$ cat config.mk
export PLATFORM = sky130hd
export DESIGN_NAME = coordinate_line_parser_top
export DESIGN_NICKNAME = d
export VERILOG_FILES = /design/src/rtl/clp_pkg.sv /design/src/rtl/coordinate_line_parser_top.sv /design/src/rtl/clp_in_stage.sv /design/src/rtl/clp_core.sv /design/src/rtl/clp_out_stage.sv
export VERILOG_INCLUDE_DIRS = /design/src /design/src/rtl
export SDC_FILE = /design/constraint.sdc
export NUM_CORES = 1
export LEC_CHECK = 0
export BUFFER_PORTS_ARGS = -buffer_cell sky130_fd_sc_hd__buf_4
export CAP_MARGIN = 40
export CORE_ASPECT_RATIO = 1.4
export CORE_UTILIZATION = 60
export DETAILED_ROUTE_END_ITERATION = 12
export PLACE_DENSITY = 0.88
export SYNTH_ARGS = -nofsm -noshare
export SYNTH_HDL_FRONTEND = slang
export SYNTH_SLANG_ARGS = --single-unit
$ cat constraint.sdc
create_clock -name clock -period 11.96 [get_ports clock]
set_input_delay 0 -clock clock [delete_from_list [all_inputs] [get_ports clock]]
set_output_delay 0 -clock clock [all_outputs]
set_load 0.02 [all_outputs]
$ cat src/rtl/coordinate_line_parser_top_assert.svh
// ----------------------------------------------------------------------------
// Coordinate line parser assertion macros
// Concurrent checks that compile away when SYNTHESIS is defined.
// ----------------------------------------------------------------------------
`ifndef COORDINATE_LINE_PARSER_TOP_ASSERT_SVH
`define COORDINATE_LINE_PARSER_TOP_ASSERT_SVH

`ifndef SYNTHESIS
// Same-cycle implication, checked out of reset
`define CLP_ASSERT_SAME(lbl, clk, rst, ante, cons) \
   lbl: assert property (@(posedge clk) disable iff (rst) (ante) |-> (cons)) \
      else $error("coordinate line parser check failed");
// Next-cycle implication, checked out of reset
`define CLP_ASSERT_NEXT(lbl, clk, rst, ante, cons) \
   lbl: assert property (@(posedge clk) disable iff (rst) (ante) |=> (cons)) \
      else $error("coordinate line parser check failed");
`else
`define CLP_ASSERT_SAME(lbl, clk, rst, ante, cons)
`define CLP_ASSERT_NEXT(lbl, clk, rst, ante, cons)
`endif

`endif

$ cat src/rtl/clp_pkg.sv
`timescale 1ns / 1ps
// ----------------------------------------------------------------------------
// Coordinate line parser package
// Word types, character codes, status and state encodings.
// ----------------------------------------------------------------------------
package clp_pkg;

   localparam logic [7:0] CH_ZERO    = 8'h30;
   localparam logic [7:0] CH_NINE    = 8'h39;
   localparam logic [7:0] CH_PLUS    = 8'h2B;
   localparam logic [7:0] CH_MINUS   = 8'h2D;
   localparam logic [7:0] CH_NEWLINE = 8'h0A;
   localparam logic [7:0] CH_TAB     = 8'h09;
   localparam logic [7:0] CH_VTAB    = 8'h0B;
   localparam logic [7:0] CH_FFEED   = 8'h0C;
   localparam logic [7:0] CH_CR      = 8'h0D;
   localparam logic [7:0] CH_SPACE   = 8'h20;

   localparam int NUM_VALUES = 4;

   typedef enum logic [1:0] {
      ST_OK        = 2'd0,
      ST_BLANK     = 2'd1,
      ST_NOT_COORD = 2'd2,
      ST_MALFORMED = 2'd3
   } status_type;

   typedef enum logic [1:0] {
      PH_BETWEEN = 2'd0,
      PH_SIGN    = 2'd1,
      PH_DIGITS  = 2'd2
   } phase_type;

   typedef enum logic [1:0] {
      FC_NONE  = 2'd0,
      FC_CAND  = 2'd1,
      FC_OTHER = 2'd2
   } class_type;

   typedef struct packed {
      logic [7:0] ch;
      logic       edge_line;
   } req_type;

   typedef struct packed {
      status_type         status;
      logic               line_is_edge;
      logic signed [63:0] first_x;
      logic signed [63:0] first_y;
      logic signed [63:0] second_x;
      logic signed [63:0] second_y;
   } rsp_type;

   typedef struct packed {
      logic [2:0] numbers_done;
      logic       bad_line;
   } line_stat_type;

endpackage

$ cat src/rtl/coordinate_line_parser_top.sv
`timescale 1ns / 1ps
// Path: input register, then the core builds the result word into the output register.
// Throughput: one byte word per cycle; the only stall is a newline meeting a full
//   result register that the consumer does not drain in that cycle.
// Reset: synchronous, active high; clears the valids and the line state.
// The multiply-by-ten accumulate between the input and magnitude registers sets the clock.
// ----------------------------------------------------------------------------
// Coordinate line parser top
// Parses text lines into two or four signed 64-bit integers or a status.
// ----------------------------------------------------------------------------
`include "coordinate_line_parser_top_assert.svh"

module coordinate_line_parser_top
   import clp_pkg::*;
(
   input  logic    clock,
   input  logic    reset,
   input  logic    req_valid,
   output logic    req_ready,
   input  req_type req_data,
   output logic    rsp_valid,
   input  logic    rsp_ready,
   output rsp_type rsp_data
);

   logic          s1_valid;
   req_type       s1_data;
   logic          s1_take;
   logic          out_free;
   logic          rsp_load;
   rsp_type       rsp_next;
   line_stat_type line_stat;
   logic          second_zero;
   logic          all_zero;
   logic          line_clear;

   // hold a newline while the result register is occupied and not being drained
   assign s1_take = s1_valid && (s1_data.ch != CH_NEWLINE || out_free);

   clp_in_stage u_in (
      .clock     (clock),
      .reset     (reset),
      .req_valid (req_valid),
      .req_ready (req_ready),
      .req_data  (req_data),
      .s1_valid  (s1_valid),
      .s1_data   (s1_data),
      .s1_take   (s1_take)
   );

   clp_core u_core (
      .clock     (clock),
      .reset     (reset),
      .go        (s1_take),
      .in_data   (s1_data),
      .rsp_load  (rsp_load),
      .rsp_next  (rsp_next),
      .line_stat (line_stat)
   );

   clp_out_stage u_out (
      .clock     (clock),
      .reset     (reset),
      .load      (rsp_load),
      .load_data (rsp_next),
      .free      (out_free),
      .rsp_valid (rsp_valid),
      .rsp_ready (rsp_ready),
      .rsp_data  (rsp_data)
   );

   assign second_zero = rsp_data.second_x == 64'd0 && rsp_data.second_y == 64'd0;
   assign all_zero    = second_zero && rsp_data.first_x == 64'd0 &&
                        rsp_data.first_y == 64'd0;
   assign line_clear  = line_stat.numbers_done == 3'd0 && !line_stat.bad_line;

   `CLP_ASSERT_SAME(a_fail_zero, clock, reset, rsp_valid && rsp_data.status != ST_OK, all_zero)
   `CLP_ASSERT_SAME(a_point_zero, clock, reset, rsp_valid && !rsp_data.line_is_edge, second_zero)
   `CLP_ASSERT_SAME(a_count_range, clock, reset, 1'b1, line_stat.numbers_done <= 3'd4)
   `CLP_ASSERT_NEXT(a_line_cleared, clock, reset, rsp_load, line_clear)

endmodule

$ cat src/rtl/clp_in_stage.sv
`timescale 1ns / 1ps
// ----------------------------------------------------------------------------
// Coordinate line parser input stage
// Registers one incoming byte word and hands it to the parser core.
// ----------------------------------------------------------------------------
module clp_in_stage
   import clp_pkg::*;
(
   input  logic    clock,
   input  logic    reset,
   input  logic    req_valid,
   output logic    req_ready,
   input  req_type req_data,
   output logic    s1_valid,
   output req_type s1_data,
   input  logic    s1_take
);

   logic    valid_ff, valid_in;
   req_type data_ff, data_in;
   logic    load;

   assign req_ready = !valid_ff || s1_take;
   assign load      = req_valid && req_ready;

   always_comb begin
      valid_in = valid_ff;
      data_in  = data_ff;
      if (load) begin
         valid_in = 1'b1;
         data_in  = req_data;
      end else if (s1_take) begin
         valid_in = 1'b0;
      end
   end

   always_ff @(posedge clock) begin
      if (reset) begin
         valid_ff <= 1'b0;
      end else begin
         valid_ff <= valid_in;
      end
   end

   always_ff @(posedge clock) begin
      data_ff <= data_in;
   end

   assign s1_valid = valid_ff;
   assign s1_data  = data_ff;

endmodule

$ cat src/rtl/clp_core.sv
`timescale 1ns / 1ps
// ----------------------------------------------------------------------------
// Coordinate line parser core
// Per-byte line state update and result build at the newline.
// ----------------------------------------------------------------------------
module clp_core
   import clp_pkg::*;
(
   input  logic          clock,
   input  logic          reset,
   input  logic          go,
   input  req_type       in_data,
   output logic          rsp_load,
   output rsp_type       rsp_next,
   output line_stat_type line_stat
);

   phase_type   phase_ff, phase_in;
   class_type   class_ff, class_in;
   logic [2:0]  done_ff, done_in;
   logic        neg_ff, neg_in;
   logic        bad_ff, bad_in;
   logic [63:0] mag_ff, mag_in;
   logic [63:0] vals_ff [NUM_VALUES];
   logic [63:0] vals_in [NUM_VALUES];

   logic        is_nl, is_blank, is_digit, is_sign, cand;
   logic [63:0] mag_base;
   logic        neg_base;
   logic [67:0] prod, limit;
   logic        ovf;
   logic [63:0] fin_val;
   logic [2:0]  done_eff, want;
   logic        fin, sign_open;
   logic [63:0] out_v [NUM_VALUES];
   status_type  status;

   assign is_nl    = in_data.ch == CH_NEWLINE;
   assign is_blank = in_data.ch == CH_SPACE || in_data.ch == CH_TAB ||
                     in_data.ch == CH_CR || in_data.ch == CH_VTAB ||
                     in_data.ch == CH_FFEED;
   assign is_digit = in_data.ch >= CH_ZERO && in_data.ch <= CH_NINE;
   assign is_sign  = in_data.ch == CH_PLUS || in_data.ch == CH_MINUS;
   assign cand     = class_ff == FC_CAND && !bad_ff;

   // a digit after a gap starts a fresh positive number
   assign mag_base = (phase_ff == PH_BETWEEN) ? 64'd0 : mag_ff;
   assign neg_base = (phase_ff == PH_BETWEEN) ? 1'b0 : neg_ff;
   assign prod     = ({4'd0, mag_base} << 3) + ({4'd0, mag_base} << 1)
                     + {64'd0, in_data.ch[3:0]};
   assign limit    = neg_base ? {5'd0, 1'b1, 62'd0} : {5'd0, 1'b0, {62{1'b1}}};
   assign ovf      = prod > {limit[66:0], limit[0]};
   assign fin_val  = neg_ff ? (64'd0 - mag_ff) : mag_ff;
   assign done_eff = done_ff + {2'd0, phase_ff == PH_DIGITS};
   assign want     = in_data.edge_line ? 3'd4 : 3'd2;
   assign fin       = cand && phase_ff == PH_DIGITS;
   assign sign_open = cand && phase_ff == PH_SIGN;

   always_comb begin
      for (int k = 0; k < NUM_VALUES; k++) begin
         out_v[k] = (fin && !done_ff[2] && done_ff[1:0] == 2'(k)) ? fin_val
                                                                  : vals_ff[k];
      end
      if (class_ff == FC_NONE) begin
         status = ST_BLANK;
      end else if (class_ff == FC_OTHER) begin
         status = ST_NOT_COORD;
      end else if (bad_ff || sign_open || done_eff != want) begin
         status = ST_MALFORMED;
      end else begin
         status = ST_OK;
      end
   end

   always_comb begin
      phase_in = phase_ff;
      class_in = class_ff;
      done_in  = done_ff;
      neg_in   = neg_ff;
      bad_in   = bad_ff;
      mag_in   = mag_ff;
      for (int k = 0; k < NUM_VALUES; k++) begin
         vals_in[k] = vals_ff[k];
      end
      rsp_load = 1'b0;

      rsp_next.status       = status;
      rsp_next.line_is_edge = in_data.edge_line;
      rsp_next.first_x      = (status == ST_OK) ? out_v[0] : 64'd0;
      rsp_next.first_y      = (status == ST_OK) ? out_v[1] : 64'd0;
      rsp_next.second_x     = (status == ST_OK && in_data.edge_line) ? out_v[2] : 64'd0;
      rsp_next.second_y     = (status == ST_OK && in_data.edge_line) ? out_v[3] : 64'd0;

      if (go) begin
         if (is_nl) begin
            rsp_load = 1'b1;
            phase_in = PH_BETWEEN;
            class_in = FC_NONE;
            done_in  = 3'd0;
            neg_in   = 1'b0;
            bad_in   = 1'b0;
         end else if (is_blank) begin
            if (sign_open) begin
               bad_in = 1'b1;
            end else if (fin) begin
               vals_in[done_ff[1:0]] = fin_val;
               done_in  = done_eff;
               phase_in = PH_BETWEEN;
            end
         end else begin
            if (class_ff == FC_NONE) begin
               class_in = (is_digit || is_sign) ? FC_CAND : FC_OTHER;
            end
            // first byte of a candidate line, or any byte of a good one
            if ((class_ff == FC_NONE && (is_digit || is_sign)) || cand) begin
               if (is_digit) begin
                  if ((phase_ff == PH_BETWEEN && done_ff[2]) || ovf) begin
                     bad_in = 1'b1;
                  end else begin
                     mag_in   = prod[63:0];
                     neg_in   = neg_base;
                     phase_in = PH_DIGITS;
                  end
               end else if (is_sign) begin
                  if (phase_ff == PH_SIGN) begin
                     bad_in = 1'b1;
                  end else begin
                     if (phase_ff == PH_DIGITS) begin
                        vals_in[done_ff[1:0]] = fin_val;
                        done_in  = done_eff;
                        phase_in = PH_BETWEEN;
                     end
                     if (done_eff[2]) begin
                        bad_in = 1'b1;
                     end else begin
                        neg_in   = in_data.ch == CH_MINUS;
                        mag_in   = 64'd0;
                        phase_in = PH_SIGN;
                     end
                  end
               end else begin
                  bad_in = 1'b1;
               end
            end
         end
      end
   end

   always_ff @(posedge clock) begin
      if (reset) begin
         phase_ff <= PH_BETWEEN;
         class_ff <= FC_NONE;
         done_ff  <= 3'd0;
         neg_ff   <= 1'b0;
         bad_ff   <= 1'b0;
      end else begin
         phase_ff <= phase_in;
         class_ff <= class_in;
         done_ff  <= done_in;
         neg_ff   <= neg_in;
         bad_ff   <= bad_in;
      end
   end

   always_ff @(posedge clock) begin
      mag_ff <= mag_in;
      for (int k = 0; k < NUM_VALUES; k++) begin
         vals_ff[k] <= vals_in[k];
      end
   end

   assign line_stat.numbers_done = done_ff;
   assign line_stat.bad_line     = bad_ff;

endmodule

$ cat src/rtl/clp_out_stage.sv
`timescale 1ns / 1ps
// ----------------------------------------------------------------------------
// Coordinate line parser output stage
// Holds one finished result word until the consumer takes it.
// ----------------------------------------------------------------------------
module clp_out_stage
   import clp_pkg::*;
(
   input  logic    clock,
   input  logic    reset,
   input  logic    load,
   input  rsp_type load_data,
   output logic    free,
   output logic    rsp_valid,
   input  logic    rsp_ready,
   output rsp_type rsp_data
);

   logic    valid_ff, valid_in;
   rsp_type data_ff, data_in;

   assign free = !valid_ff || rsp_ready;

   always_comb begin
      valid_in = valid_ff;
      data_in  = data_ff;
      if (load) begin
         valid_in = 1'b1;
         data_in  = load_data;
      end else if (rsp_ready) begin
         valid_in = 1'b0;
      end
   end

   always_ff @(posedge clock) begin
      if (reset) begin
         valid_ff <= 1'b0;
      end else begin
         valid_ff <= valid_in;
      end
   end

   always_ff @(posedge clock) begin
      data_ff <= data_in;
   end

   assign rsp_valid = valid_ff;
   assign rsp_data  = data_ff;

endmodule

# ---- After elaboration in Yosys (flattened, before gate mapping)
# Memories as Yosys holds them, arrays and structs flattened.
# Index checks and enable logic that the tools add are counted.
dict set report op_classes {
  magnitude_cmp 5
  muxes 77
  bitwise_logic 3
  n_eq_ne 34
  addsub 4
  reduce_logical 52
}
# cell n
set ops {}
lappend ops {{$mux W256} 10}
lappend ops {{$mux W64} 12}
lappend ops {{$bwmux W256} 1}
lappend ops {{$demux W64 S2} 1}
lappend ops {{$add A67 B65 Y68} 1}
lappend ops {{$add A68 B4 Y68} 1}
lappend ops {{$gt A68 B68 Y1} 1}
lappend ops {{$sub A1 B64 Y64 const A} 1}
lappend ops {{$mux W63} 1}
lappend ops {{$eq A8 B4 Y1 const B} 5}
lappend ops {{$mux W2} 18}
lappend ops {{$mux W3} 10}
lappend ops {{$eq A8 B6 Y1 const B} 3}
lappend ops {{$mux W1} 24}
lappend ops {{$reduce_and A8 Y1} 3}
lappend ops {{$logic_and A1 B1 Y1} 15}
lappend ops {{$logic_or A1 B1 Y1} 13}
lappend ops {{$ne A3 B1 Y1 const B} 4}
lappend ops {{$ne A3 B2 Y1 const B} 4}
lappend ops {{$reduce_bool A3 Y1} 4}
lappend ops {{$reduce_bool A2 Y1} 5}
lappend ops {{$eq A2 B2 Y1 const B} 4}
lappend ops {{$ge A8 B6 Y1 const B} 1}
lappend ops {{$le A8 B6 Y1 const B} 1}
lappend ops {{other kinds (20)} 32}
dict set report word_totals {
  wordCells 192
  in_bits 13
  mem_bits_rw 256
  output_inout_bits 261
  mem_count 1
  regBits 343
}
# name depth width read_ports rd_clocked_by_memory_dff write_ports line
set memory_table {}
lappend memory_table {u_core.vals_ff 4 64 4 0 4 clp_core.sv:24} ;# logic [63:0] vals_ff [NUM_VALUES];

# ---- Logic depth before layout (Yosys ltp)
dict set report logic_depth {
  depth_word 14
  depth_mapped 28
  ltp_nobuf 27
}

# ---- Cells and area by module
# A second synthesis with hierarchy kept.
dict set report hier_totals {
  hier_cells 2595
  area_unflattened_um2 30519.3
}
# module area_each_um2 cells_each seq_area_each_um2 n_inst
set modules_own_cells {}
lappend modules_own_cells {clp_core 22333.9 2313 9789.4 1}
lappend modules_own_cells {clp_out_stage 7823.8 263 7797.5 1}
lappend modules_own_cells {clp_in_stage 325.3 14 290.3 1}
lappend modules_own_cells {coordinate_line_parser_top 36.3 5 0.0 1}

# ---- Worst setup path before layout
# OpenSTA, ideal clock, no wires.
dict set report synth_timing {
  kind {register -> register}
  startpoint {reg u_core.phase_ff[0]}
  endpoint {reg u_core.mag_ff[0] (enable)}
  stages_incl_launch_ff 27
  setup_ns 0.507
  slack_ns 2.140
  n_path_buf 3
  t_required_ns 11.453
  period_less_slack_ns 9.820
  arrival_time_ns 9.313
  path_cell_list {dfxtp_1 -> or2_2 -> clkbuf_1 -> clkbuf_1 -> and2_1 -> ha_1 -> ha_1 -> clkbuf_1 -> and3_1 -> nand4_1 -> or4_1 -> o32ai_1 -> o2111ai_1 -> o31ai_1 -> a21oi_1 -> o21ai_1 -> a21oi_1 -> xnor2_1 -> ha_1 -> nand4_1 -> nor4_1 -> nand2_1 -> or4_1 -> a21oi_1 -> nand2_1 -> or4b_1 -> a21oi_1}
}
dict set report synth_via {
  elab_chain_cells 8
  word_cells_on_any_way 16
  cone_classes {3 x add/sub; 1 x order compare; 5 x eq/ne; 3 x mux; 4 x reduce/logical}
}
# item line
set synth_rtl {}
lappend synth_rtl {{start, declared} clp_core.sv:18} ;# phase_type phase_ff, phase_in;
lappend synth_rtl {{start signal, assigned} clp_core.sv:157} ;# phase_ff <= phase_in;
lappend synth_rtl {{$logic_not A2 Y1} clp_core.sv:47} ;# assign mag_base = (phase_ff == PH_BETWEEN) ? 64'd0 : mag_ff;
lappend synth_rtl {{$mux W64} clp_core.sv:47}
lappend synth_rtl {{$add A67 B65 Y68} clp_core.sv:49} ;# assign prod = ({4'd0, mag_base} << 3) + ({4'd0, mag_base} << 1)
lappend synth_rtl {{$add A68 B4 Y68} clp_core.sv:50} ;# + {64'd0, in_data.ch[3:0]};
lappend synth_rtl {{net u_core.prod[63]} clp_core.sv:30} ;# logic [67:0] prod, limit;
lappend synth_rtl {{$gt A68 B68 Y1} clp_core.sv:52} ;# assign ovf = prod > {limit[66:0], limit[0]};
lappend synth_rtl {{$logic_or A1 B1 Y1} clp_core.sv:117} ;# if ((phase_ff == PH_BETWEEN && done_ff[2]) || ovf) begin
lappend synth_rtl {{$ne A2 B2 Y1 (no source line)} -}
lappend synth_rtl {{$reduce_and A8 Y1 (no source line)} -}
lappend synth_rtl {{end signal, assigned} clp_core.sv:166} ;# mag_ff <= mag_in;
lappend synth_rtl {{end, declared} clp_core.sv:23} ;# logic [63:0] mag_ff, mag_in;
# The timed path passes the listed nets, and every way through them passes these cells.
# A chain may end at the register's enable or synchronous reset.

# ---- Worst setup path in the final report
dict set report layout_timing {
  startpoint {reg u_core.phase_ff[1]}
  endpoint {reg u_core.mag_ff[24] (enable)}
}
# The elaborated chain is that of the path after synthesis.

==> summary.md <==
| Metric | Value |
|---|---|
| Die footprint | 51600 sq um |
| Clk slew on worst S/H paths | 0.06 ns |
| Setup TNS | 0 ns |
| Crit-path max FO | 64 |
| Yosys cell types | 70 |
| Post-CTS setup buffer count | 0 |
| Seq pwr share | 56.8% |
| Power share of the clock group | 42.4% |
| Fill count | 3140 |
| Fin crit period | 8.73 ns |
| Area delta synth->final | 15.4% |
| Antenna-violating nets left | 0 |
| # diodes | 0 |
| Count of final setup violators | 0 |
| Critical path endpoint category | flop |
| Met3 WL | 7400 um |
| Placer's final routability congestion estimate | 0.946 |
| Pleak | 13.6 nW |
| Switching pwr | 780 uW |
| PortBufs | 273 |
| TritonRoute pass-1 iters | 8 |
| Post-place instance area | 33300 sq um |
| Pwr per Cell Area | 114 nW/um^2 |
| Post-Synth XOR/XNOR Area | 3.57% |
| Post-synthesis sequential area ratio | 58.7% |
| Reg2Reg Depth | 27 |
| Hold Path Sink | u_in.s1_data[6] |
| DP Wirelength | 56000 um |
| Core Box Area | 50000 sq um |
| Avg Cell Area, Syn | 11.7 sq um |
| Maximum clock insertion buffer count | 3 |
| Slew headroom | 37.3% |
| Root Driver | clkbuf_16 |
| Post-Synth Simple-Gate Area | 13.0% |
| Synth Flop Type | edfxtp_1 |
| Critical path data required time | 12.16 ns |
| Largest family of logic cells by synthesized area | compound AO/OA/AOI/OAI gates |
| Adder-cell area share of the yosys netlist | 8.07% |
| Max cap viols | 0 |
| Final instance area | 35100 sq um |
| Clk_lat worst skew | 0.59 ns |
| Routed vias | 23000 |
| CTS Sinks | 599 |
| Die X | 192 um |
| Num CTS Buffers | 51 |
| Hold Crit Class | in -> reg |
| Routed vias/inst | 6.56 |
| Post-synth EDFFs | 588 |
| Met2 WL | 42300 um |
| Max Used Layer | met4 |
| Initial Util | 60.9% |
| Die Ht | 268 um |
| Largest net degree at the start of global routing | 95 |
| Synth Area in Compound Gates | 13.3% |
| Number of remaining DRC errors | 0 |
| Multiplexer share of the synthesized area | 0.271% |
| Fmax | 115 MHz |
| Number of I/O pins | 274 |
| Max IR drop VDD | 0.146 mV |
| Skew final | 0.0233 ns |
| Initial antenna violation count | 0 |
| Final worst-path cycle share | 73.0% |
| Row Count | 97 |
| Number of global-route vias before repair | 22500 |
| Total Wirelength | 83500 um |
| Flops & latches, synth | 599 |
| Cells after Synth | 2593 |
| Reg-to-reg critical path endpoint | u_core.mag_ff[24] |
| Status | completed |
| Setup CP Type | reg -> reg |
| Part of the power in combinational logic | 0.8% |
| Global-route wire length before repair | 125000 um |
| Share of cells above drive strength 1 | 14.7% |
| Syn. warnings | 0 |
| Pint | 3.24 mW |
| CTS tree | built |
| Reg-to-reg setup timing slack | 3.23 ns |
| WL/cell | 23.8 um |
| RSZ-0062 raised after global routing | no |
| Min-delay src | req_data[6] |
| Total track usage | 31.7% |
| Max-slew violation count | 0 |
| Worst r2r src | u_core.phase_ff[1] |
| Least-Margin Pin Slew | 0.940 ns |
| Arrival @ worst endpoint | 8.93 ns |
| CP Launch Type | flop |
| Async S/R FF share, synth | 0% |
| Net Count, Synth | 2801 |
| Mapped Area | 30400 sq um |
| WL met1 | 29700 um |
| DR iter-0 viols | 2714 |
| Net count, final | 3028 |
| H-Tree Depth | 2 |
| Hold Path Depth | 2 |
| Final Hold Viols | 0 |
| Sw Share | 19.4% |
| Global route overflow | 0 |
-- cells in the final DEF (no fill, tap or decap), drive strengths merged, types with 11 or more instances in the layout --
cell / synthesis / routed
a211oi: 237 / 237
a21o: 24 / 24
a21oi: 139 / 139
and2: 121 / 121
and3: 12 / 12
buf: 6 / 306
clkbuf: 140 / 56
clkinv: 0 / 29
dfxtp: 11 / 11
dlygate4sd3: 0 / 14
edfxtp: 588 / 588
ha: 193 / 193
inv: 97 / 99
nand2: 135 / 135
nand2b: 19 / 19
nand3: 23 / 23
nand4: 39 / 39
nor2: 346 / 346
nor3: 44 / 44
o21ai: 91 / 91
o21bai: 12 / 12
o31ai: 26 / 26
o41ai: 11 / 11
or2: 12 / 12
or3: 21 / 21
or4: 13 / 13
xnor2: 41 / 41
xor2: 83 / 83
-- per-stage QoR --
stage               worst slack [ns]  total power [mW]  instances  hold WS, ns  utilization [%]
global route                    2.74              4.09       3505        0.140             70.2
floorplan                       2.14              2.34       2593       0.0989                -
finish                          3.23              4.02       3505        0.140             70.2
CTS                             3.35              4.02       3505        0.119             70.2
global placement                3.59              2.35       3384        0.178             65.9
detailed placement              3.39              2.36       3396        0.180             66.6
-- worst max path at each step --
stage                       startpoint                 to  slack (ns)  cells past startpoint
global route        u_core.phase_ff[1]  u_core.mag_ff[11]        2.74                     26
detailed placement  u_core.phase_ff[1]  u_core.mag_ff[21]        3.39                     26
global placement    u_core.phase_ff[1]  u_core.mag_ff[21]        3.59                     26
finish              u_core.phase_ff[1]  u_core.mag_ff[24]        3.23                     27
CTS                 u_core.phase_ff[1]  u_core.mag_ff[46]        3.35                     27
floorplan           u_core.phase_ff[0]   u_core.mag_ff[0]        2.14                     26
-- layer usage --
layer | GRT usage (%) | vias up
met5 | 0 | -
met4 | 15.5 | 0
met3 | 3.79 | 289
met2 | 55.4 | 1567
met1 | 38.8 | 11000
li1 | - | 10100
-- kinds of logic after synthesis --
group | count (synthesis)
multiplexers | 8
buffers and inverters | 243
AND/OR/NAND/NOR | 820
AO/OA/AOI/OAI | 604
adder cells (fa/ha/maj) | 195
flip-flops | 599
XOR/XNOR | 124
-- state kept, by name, summed over array words and instances (netlist names) --
register,cells
u_core.mag_ff,64
u_out.rsp_data,259
u_core.vals_ff,256
u_out.rsp_valid,1
u_core.done_ff,3
u_core.bad_ff,1
u_core.neg_ff,1
u_in.s1_data,9
u_in.s1_valid,1
u_core.class_ff,2
u_core.phase_ff,2
-- repair_timing --
item                                   in CTS  in global routing
resized for setup                           0                  0
endpoints found under the hold margin      29                  0
hold buffers                               14                  0
-- cell type report --
class / count / area [sq um] / share of cell area, %
multi-input combinational: 1751 / 11700 / 33.4
sequential: 599 / 17900 / 50.9
tap: 643 / 805 / 2.29
clock buffer: 56 / 1320 / 3.75
clock inverter: 39 / 377 / 1.07
inverter: 97 / 372 / 1.06
timing repair buffer: 320 / 2660 / 7.56
-- cells in the mapped netlist, types with 3 or more instances --
cell type    n  share of area [%]
clkbuf_1   140                1.7
o221ai_1     4               0.12
xor2_1      83                2.4
a21o_1      24               0.59
o21ai_0     88                1.4
a21oi_1    139                2.3
o21a_1       8               0.20
xnor2_1     41                1.2
or2_2       11               0.23
o31ai_1     23               0.57
nor2b_1     10               0.21
mux2i_1      6               0.20
and3_1      12               0.25
a31oi_1     10               0.21
nand3_1     23               0.38
edfxtp_1   588                 58
nor2_1     346                4.3
a211oi_1   237                5.8
and2_1     121                2.5
a311oi_1     4               0.12
o21ai_1      3              0.049
a21boi_0     7               0.17
o31ai_4      3               0.21
o21bai_1    12               0.30
o211a_1      3              0.099
nand2_1    135                1.7
nand4_1     38               0.78
o211ai_1     8               0.20
or4_1       12               0.30
or3_1       19               0.39
nor3_1      42               0.69
ha_1       193                7.9
buf_1        3              0.037
dfxtp_1     11               0.72
inv_1       97                1.2
o41ai_1     11               0.32
nand2b_1    19               0.39
nor4_1       8               0.16
and4_1       7               0.20
a221oi_1     3              0.086
-- power by group through the flow --
stage	logic (mW)	clock network [mW]	registers, mW
after floorplan	0.0179	0	2.33
after global placement	0.0274	0	2.33
after detailed placement	0.0289	0	2.33
after CTS	0.0329	1.70	2.28
after global routing	0.0363	1.78	2.28
final	0.0335	1.70	2.28
-- worst max-delay path: stages (launching register included) --
cell and delay, ns:
dfxtp_1 0.42, or2_2 0.14, buf_4 0.42, nand2_1 0.18, fa_1 0.60, inv_1 0.06
ha_1 0.27, and3_1 0.18, o32a_1 0.25, a311oi_1 0.18, o32ai_1 0.52, o2111ai_1 0.22
o31ai_1 0.60, a21oi_1 0.21, o21ai_1 0.30, xor2_1 0.21, ha_1 0.26, a2111oi_0 0.42
o21ai_0 0.16, a311oi_1 0.31, o31ai_1 0.17, a31oi_1 0.17, nand3_1 0.16, a21oi_1 0.31
nand2_1 0.10, or4b_1 0.58, a21oi_4 0.17, buf_4 0.68
(Power assumes the default switching activity.)
